<file path="src/rtl/mbp_pkg.sv">
// mbp_pkg: shared widths and item types for the mipmap box filter pyramid core.
// No dependencies; every other file of the block refers to it by scoped names.
package mbp_pkg;

   localparam int CHAN_W  = 8;
   localparam int PIX_W   = 3 * CHAN_W;
   localparam int PAIR_W  = 9;
   localparam int SUMS_W  = 3 * PAIR_W;
   localparam int LEVEL_W = 3;
   localparam int POS_W   = 9;
   localparam int CFG_W   = 11;

   // texel handed from one filter cell to the next
   typedef struct packed {
      logic              valid;
      logic [PIX_W-1:0]  pix;
   } tok_type;

   // one result item
   typedef struct packed {
      logic [LEVEL_W-1:0] level;
      logic [POS_W-1:0]   row;
      logic [POS_W-1:0]   column;
      logic [CHAN_W-1:0]  out_red;
      logic [CHAN_W-1:0]  out_green;
      logic [CHAN_W-1:0]  out_blue;
      logic               last_in_run;
   } rsp_item_type;

   // result item offered by a cell in the cycle it finishes a texel
   typedef struct packed {
      logic         valid;
      rsp_item_type item;
   } res_type;

endpackage

</file>
<file path="src/rtl/mbp_rsp_if.sv">
// mbp_rsp_if: valid/ready channel carrying one finished texel item.
// Depends on mbp_pkg for field widths.
interface mbp_rsp_if;
   logic                        valid;
   logic                        ready;
   logic [mbp_pkg::LEVEL_W-1:0] level;
   logic [mbp_pkg::POS_W-1:0]   row;
   logic [mbp_pkg::POS_W-1:0]   column;
   logic [mbp_pkg::CHAN_W-1:0]  out_red;
   logic [mbp_pkg::CHAN_W-1:0]  out_green;
   logic [mbp_pkg::CHAN_W-1:0]  out_blue;
   logic                        last_in_run;

   modport source (output valid, output level, output row, output column, output out_red,
                   output out_green, output out_blue, output last_in_run, input ready);
   modport sink   (input valid, input level, input row, input column, input out_red,
                   input out_green, input out_blue, input last_in_run, output ready);
endinterface

</file>
<file path="src/rtl/mbp_out_queue.sv">
// mbp_out_queue: two-entry result queue that drives the rsp channel from registers.
// Depends on mbp_pkg and mbp_rsp_if.
module mbp_out_queue (
   input  logic                 clock,
   input  logic                 reset,
   input  logic                 push,
   input  mbp_pkg::rsp_item_type push_item,
   output logic                 space,
   mbp_rsp_if.source            rsp_item
);

   mbp_pkg::rsp_item_type slot0_ff, slot0_in;
   mbp_pkg::rsp_item_type slot1_ff, slot1_in;
   logic [1:0]            cnt_ff, cnt_in;
   logic                  pop;

   assign pop   = (cnt_ff != 2'd0) && rsp_item.ready;
   assign space = (cnt_ff != 2'd2);

   // queue update
   always_comb begin
      slot0_in = slot0_ff;
      slot1_in = slot1_ff;
      cnt_in   = cnt_ff;
      case ({push, pop})
         2'b10: begin
            if (cnt_ff == 2'd0) slot0_in = push_item;
            else                slot1_in = push_item;
            cnt_in = cnt_ff + 2'd1;
         end
         2'b01: begin
            slot0_in = slot1_ff;
            cnt_in   = cnt_ff - 2'd1;
         end
         2'b11: begin
            if (cnt_ff == 2'd1) begin
               slot0_in = push_item;
            end else begin
               slot0_in = slot1_ff;
               slot1_in = push_item;
            end
         end
         default: begin
            cnt_in = cnt_ff;
         end
      endcase
   end

   always_ff @(posedge clock) begin
      if (reset) begin
         cnt_ff <= 2'd0;
      end else begin
         cnt_ff <= cnt_in;
      end
   end

   always_ff @(posedge clock) begin
      slot0_ff <= slot0_in;
      slot1_ff <= slot1_in;
   end

   // head entry drives the channel
   assign rsp_item.valid       = (cnt_ff != 2'd0);
   assign rsp_item.level       = slot0_ff.level;
   assign rsp_item.row         = slot0_ff.row;
   assign rsp_item.column      = slot0_ff.column;
   assign rsp_item.out_red     = slot0_ff.out_red;
   assign rsp_item.out_green   = slot0_ff.out_green;
   assign rsp_item.out_blue    = slot0_ff.out_blue;
   assign rsp_item.last_in_run = slot0_ff.last_in_run;

endmodule

</file>
<file path="src/flat_wrapper.sv">
// flat-port wrapper written by rule: the top's interface ports become plain ports
module mbp_out_queue_flat 
  (clock, reset, push, push_item, space, rsp_item_valid, rsp_item_level, rsp_item_row, rsp_item_column, rsp_item_out_red, rsp_item_out_green, rsp_item_out_blue, rsp_item_last_in_run, rsp_item_ready);
  mbp_rsp_if rsp_item_i ();
  input  logic clock;
  input  logic reset;
  input  logic push;
  input  mbp_pkg::rsp_item_type push_item;
  output logic space;
  output wire logic [$bits(rsp_item_i.valid)-1:0] rsp_item_valid;
  output wire logic [$bits(rsp_item_i.level)-1:0] rsp_item_level;
  output wire logic [$bits(rsp_item_i.row)-1:0] rsp_item_row;
  output wire logic [$bits(rsp_item_i.column)-1:0] rsp_item_column;
  output wire logic [$bits(rsp_item_i.out_red)-1:0] rsp_item_out_red;
  output wire logic [$bits(rsp_item_i.out_green)-1:0] rsp_item_out_green;
  output wire logic [$bits(rsp_item_i.out_blue)-1:0] rsp_item_out_blue;
  output wire logic [$bits(rsp_item_i.last_in_run)-1:0] rsp_item_last_in_run;
  input wire logic [$bits(rsp_item_i.ready)-1:0] rsp_item_ready;
  assign rsp_item_valid = rsp_item_i.valid;
  assign rsp_item_level = rsp_item_i.level;
  assign rsp_item_row = rsp_item_i.row;
  assign rsp_item_column = rsp_item_i.column;
  assign rsp_item_out_red = rsp_item_i.out_red;
  assign rsp_item_out_green = rsp_item_i.out_green;
  assign rsp_item_out_blue = rsp_item_i.out_blue;
  assign rsp_item_last_in_run = rsp_item_i.last_in_run;
  assign rsp_item_i.ready = rsp_item_ready;
  mbp_out_queue u_core (.clock(clock), .reset(reset), .push(push), .push_item(push_item), .space(space), .rsp_item(rsp_item_i));
endmodule
</file>
<file path="config.mk">
export PLATFORM = sky130hd
export DESIGN_NAME = mbp_out_queue_flat
export DESIGN_NICKNAME = d
export VERILOG_FILES = /design/src/rtl/mbp_pkg.sv /design/src/rtl/mbp_rsp_if.sv /design/src/rtl/mbp_out_queue.sv /design/src/flat_wrapper.sv
export SDC_FILE = /design/constraint.sdc
export NUM_CORES = 1
export LEC_CHECK = 0
export ABC_AREA = 1
export ABC_CLOCK_PERIOD_IN_PS = 5800
export BUFFER_PORTS_ARGS = -buffer_cell sky130_fd_sc_hd__buf_2
export CAP_MARGIN = 15
export CORE_MARGIN = 2
export CORE_UTILIZATION = 50
export CTS_BUF_LIST = sky130_fd_sc_hd__clkbuf_16
export CTS_CLUSTER_SIZE = 30
export DETAILED_ROUTE_END_ITERATION = 6
export GPL_TIMING_DRIVEN = 1
export MAX_ROUTING_LAYER = met4
export PLACE_DENSITY = 0.75
export REMOVE_ABC_BUFFERS = 1
export SLEW_MARGIN = 30
export SYNTH_ARGS = -nofsm -noshare
export SYNTH_HDL_FRONTEND = slang
export SYNTH_SLANG_ARGS = --single-unit
</file>
<file path="constraint.sdc">
create_clock -name clock -period 5.8 [get_ports clock]
set_input_delay 1.16 -clock clock [delete_from_list [all_inputs] [get_ports clock]]
set_output_delay 1.16 -clock clock [all_outputs]
set_load 0.01 [all_outputs]
</file>
# Word level (Yosys, flattened, before mapping)
# Cells that the tools add are included.
# op_classes
add_sub_neg,2
eq_ne,8
muxes,7
reduce_logical,8
# op_table
operator,count
$mux W46,4
$pmux W46 S3,1
$pmux W46 S2,1
$ne A2 B2 Y1 const B,3
$reduce_bool A2 Y1,3
$eq A2 B1 Y1 const B,2
$eq A2 B2 Y1 const B,2
$pmux W2 S2,1
$reduce_and A3 Y1,1
$reduce_bool A3 Y1,1
$add A2 B1 Y2 const B,1
$logic_not A2 Y1,1
$ne A2 B1 Y1 const B,1
$reduce_and A2 Y1,1
$sub A2 B1 Y2 const B,1
$logic_and A1 B1 Y1,1
# totals
ff_bits,94
input_bits,50
out_inout_bits,48
elab_cells,40

# Depth between registers and ports, before layout
# logic_depth
ltp_word,5
ltp_mapped,12
depth_no_buf,11

# Least setup slack after synthesis
# Ideal clock, no wire load.
# synth_path
path_kind,in2reg
start,input port push
end,"register u_core.slot0_ff, in the netlist u_core.rsp_item.column[0] (enable)"
arrival_time_ns,4.479
required_time_ns,5.287
setup_slack_ns,0.808
path_stages,2
cell_sequence,inv_1 o21ai_0
# synth_between
elab_chain_len,3
elab_cells_between_ends,6
# synth_lines
item,line_no,source
"start, declared",flat_wrapper.sv:7,input logic push;
$eq A2 B2 Y1 / $eq A2 B1 Y1 (equally long branches),mbp_out_queue.sv:25,"case ({push, pop})"
$ne A2 B1 Y1 (no line) / $reduce_bool A3 Y1 (equally long branches),-,
$reduce_and A2 Y1 (no line) (*),-,
"end signal, assigned",mbp_out_queue.sv:58,slot0_ff <= slot0_in;
"end, declared",mbp_out_queue.sv:12,"mbp_pkg::rsp_item_type slot0_ff, slot0_in;"
# Mark *: on every way between the ends. The rest lies on a longest branch, timed or not.
# A chain may end at the register's enable or synchronous reset.

# Worst setup path after layout
# layout_path
start,input port rsp_item_ready
end,register u_core.slot1_ff[11] (netlist name) (enable)
# layout_between
elab_chain_len,4
elab_cells_between_ends,7
# layout_lines
item,line_no,source
"start, declared",flat_wrapper.sv:18,input wire logic [$bits(rsp_item_i.ready)-1:0] rsp_item_ready;
$logic_and A1 B1 Y1 (*),mbp_out_queue.sv:17,assign pop = (cnt_ff != 2'd0) && rsp_item.ready;
$eq A2 B2 Y1,mbp_out_queue.sv:25,
$ne A2 B2 Y1 (no line) / $reduce_bool A2 Y1 (equally long branches),-,
$reduce_and A3 Y1 (no line) (*),-,
"end signal, assigned",mbp_out_queue.sv:59,slot1_ff <= slot1_in;
"end, declared",mbp_out_queue.sv:13,"mbp_pkg::rsp_item_type slot1_ff, slot1_in;"
# Marked as above.

==> impl_metrics.ini <==
[synth]
synth-seq-area-share_pct = 69.2
syn_area_mm2 = 0.00405
yosysMostFrequentCell = nand2_1
synthCells = 383
synth-compound-area-share_pct = 0.711
ys_seq_elements = 94
synth-xor-area-share_pct = 0
synthMuxAreaShare_pct = 0
synth_common_cells = nand2_1 (152), edfxtp_1 (92), inv_1 (58), nor2_1 (49), ha_1 (9)
yosysWarningCount = 0
async_flop_share_pct = 0
synth_edf_count = 92
synthTopCellsByArea = edfxtp_1 (68%), nand2_1 (14%), inv_1 (5.4%)
syn_area_per_cell_um2 = 10.6
synthSimpleGateAreaFrac_pct = 19.2
yosys_most_used_dff = edfxtp_1
synth_top_family_by_area = simple AND/OR/NAND/NOR gates
ys_types = 16
netlist.top_cell.by_area = edfxtp_1
synthAdderAreaFrac_pct = 2.78
synth_top_area_share_pct = 68.3

[critical_path]
critPathArrivalTime_ns = 2.85
crit_type = primary input to flop
cp-start-kind = primary input
reg2reg_depth = 9
r2r_start = u_core.cnt_ff[0]
critPathMaxFanout = 27
cp-endpoint = u_core.slot1_ff[11]
r2r_slack_ns = 2.99
r2r_end = u_core.slot1_ff[11]
crit_start = rsp_item_ready
worstPathRequired_ns = 5.80
crit_path_end_kind = flop

[global_route]
grt_overflow = 0
grt_pass1_vias = 2561
grt_max_degree = 42
grt_first_pass_wirelength_um = 12000
grt.total_usage_pct = 18.5
antenna_found_initial = 0

[clock_network]
htreeDepth = 3
holdBufCountCts = 0
cts_tree = built
clock_sinks = 94
cts_buffer_depth = 2
cts_root_buffer = clkbuf_16
clkTransAtPathRegs_ns = 0.06
cts_buffers = 9
insertion_delay_ns = 0.34
cts_resized = 0
cts_setup_buffers = 0

[sta]
max_slew.worst_pin.slew_ns = 0.764
finalCritPeriodShare_pct = 49.1
skew_ns = 0.00681
setup_viol = 0
period_needed_ns = 2.84
max-slew-margin-rel_pct = 48.9
fmax_ghz = 0.351
setup_tns_ns = 0
finalMaxSlewViolations = 0
rsz0062_at_grt = false
finalHoldViolCount = 0

[detailed_routing]
viasPerCell = 4.52
drt_wl_total_um = 7440
firstDrtPassIters = 4
ant_nets = 0
vias = 2660
drc_errors = 0
avgRoutedWirePerCell_um = 12.6
drt-initial-drc-count = 126

[cells_and_area]
layout-drive-gt1-share_pct = 24.4
area_delta_synth_final_pct = 21.9
antennaDiodeCount = 0
fin_cells = 589
final_nets = 542

[die]
core_region_area_mm2 = 0.00777
die-area_mm2 = 0.00883
ios = 98
num_rows = 32
start_util_pct = 52.1
die_y_um = 94.0
die_w_um = 94.0

[outcome]
outcome = completed

[placed_design]
post-dp-hpwl_um = 5010
io_buffers = 97
gp_congestion = 0.847
dp_cells = 573

[pwr]
p_per_area_mw_per_mm2 = 407
pwr-share-comb_pct = 23.2
ir_drop_v = 0.000199
power.internal_uw = 1430
p_switching_uw = 581
power.share.sequential_pct = 49.0
clockPowerShare_pct = 27.8
leakagePower_uw = 0.00237
p_sw_share_pct = 28.9

[run]
maxCapViolCount = 0

[hold_path]
hp-class = flop to flop
==> power by group through the flow <==
stage / Combinational [uW] / Clock (uW) / Sequential, uW
global placement: 442 / 0 / 993
global route: 528 / 593 / 998
detailed placement: 464 / 0 / 999
floorplan: 216 / 0 / 1060
finish: 466 / 559 / 985
CTS: 465 / 569 / 987
==> final cells by class <==
type	count	area [um2]
Clock inverter	6	55.1
Sequential cell	94	2800
Fill cell	662	2840
Inverter	59	221
Multi-Input combinational cell	218	945
Tap cell	102	128
Clock buffer	9	225
Timing Repair Buffer	101	556
==> critical path: stages <==
cell and delay, ns:
buf_2 0.09, nand2_1 0.15, inv_1 0.12, ha_1 0.26
nand2_1 0.08, nand2_1 0.08, nor2_4 0.46, buf_4 0.43
==> worst min-delay path by stage <==
| stage | startpoint | endpoint | slack (ns) | depth (start not counted) |
|---|---|---|---|---|
| 5_1_grt | u_core.cnt_ff[0] | u_core.cnt_ff[0] | 0.57 | 2 |
| 3_3_place_gp | u_core.cnt_ff[0] | u_core.cnt_ff[0] | 0.51 | 2 |
| 6_report | u_core.cnt_ff[0] | u_core.cnt_ff[0] | 0.54 | 2 |
| 4_1_cts | u_core.cnt_ff[0] | u_core.cnt_ff[0] | 0.54 | 2 |
| 2_1_floorplan | u_core.cnt_ff[0] | u_core.cnt_ff[0] | 0.48 | 2 |
| 3_5_place_dp | u_core.cnt_ff[0] | u_core.cnt_ff[0] | 0.53 | 2 |
==> placed cells by master, fill, tap and decap left out, drive strengths merged <==
cell type / n
a21oi: 2
buf: 101
bufinv: 1
clkbuf: 9
clkinv: 4
dfxtp: 2
edfxtp: 92
ha: 9
inv: 60
nand2: 153
nand3: 1
nor2: 50
o21ai: 3
==> through the flow <==
| step | setup WS [ns] | util [%] | area, um2 | power (uW) | hold WS [ns] |
|---|---|---|---|---|---|
| CTS | 2.94 | 63.1 | 4900 | 2020 | 0.539 |
| detailed placement | 2.58 | 59.5 | 4620 | 1460 | 0.530 |
| global placement | 2.66 | 59.2 | 4600 | 1440 | 0.506 |
| global route | 2.75 | 63.5 | 4930 | 2120 | 0.574 |
| finish | 2.96 | 63.5 | 4930 | 2010 | 0.542 |
| floorplan | 0.808 | - | 3940 | 1280 | 0.484 |
==> state kept, by name (all words and copies together), names as in the netlist <==
register,cells
u_core.rsp_item.last_in_run,1
u_core.cnt_ff,2
u_core.rsp_item.row,9
u_core.rsp_item.level,3
u_core.rsp_item.out_red,8
u_core.rsp_item.out_blue,8
u_core.rsp_item.column,9
u_core.slot1_ff,46
u_core.rsp_item.out_green,8
==> logic make-up after synthesis <==
kind of cell	count (synthesis)
DFF	94
and+or+nand+nor	204
AOI/OAI and AO/OA	5
buffers and inverters	71
adders and majority gates	9
==> metal layers <==
metal	global-route usage (%)	vias up	wire (um)
li1	-	1387	-
met2	28.0	89	3480
met5	-	-	0
met3	4.49	11	536
met1	23.8	1173	3300
met4	8.57	0	126
Note: power is estimated with default switching activity, not from simulation.
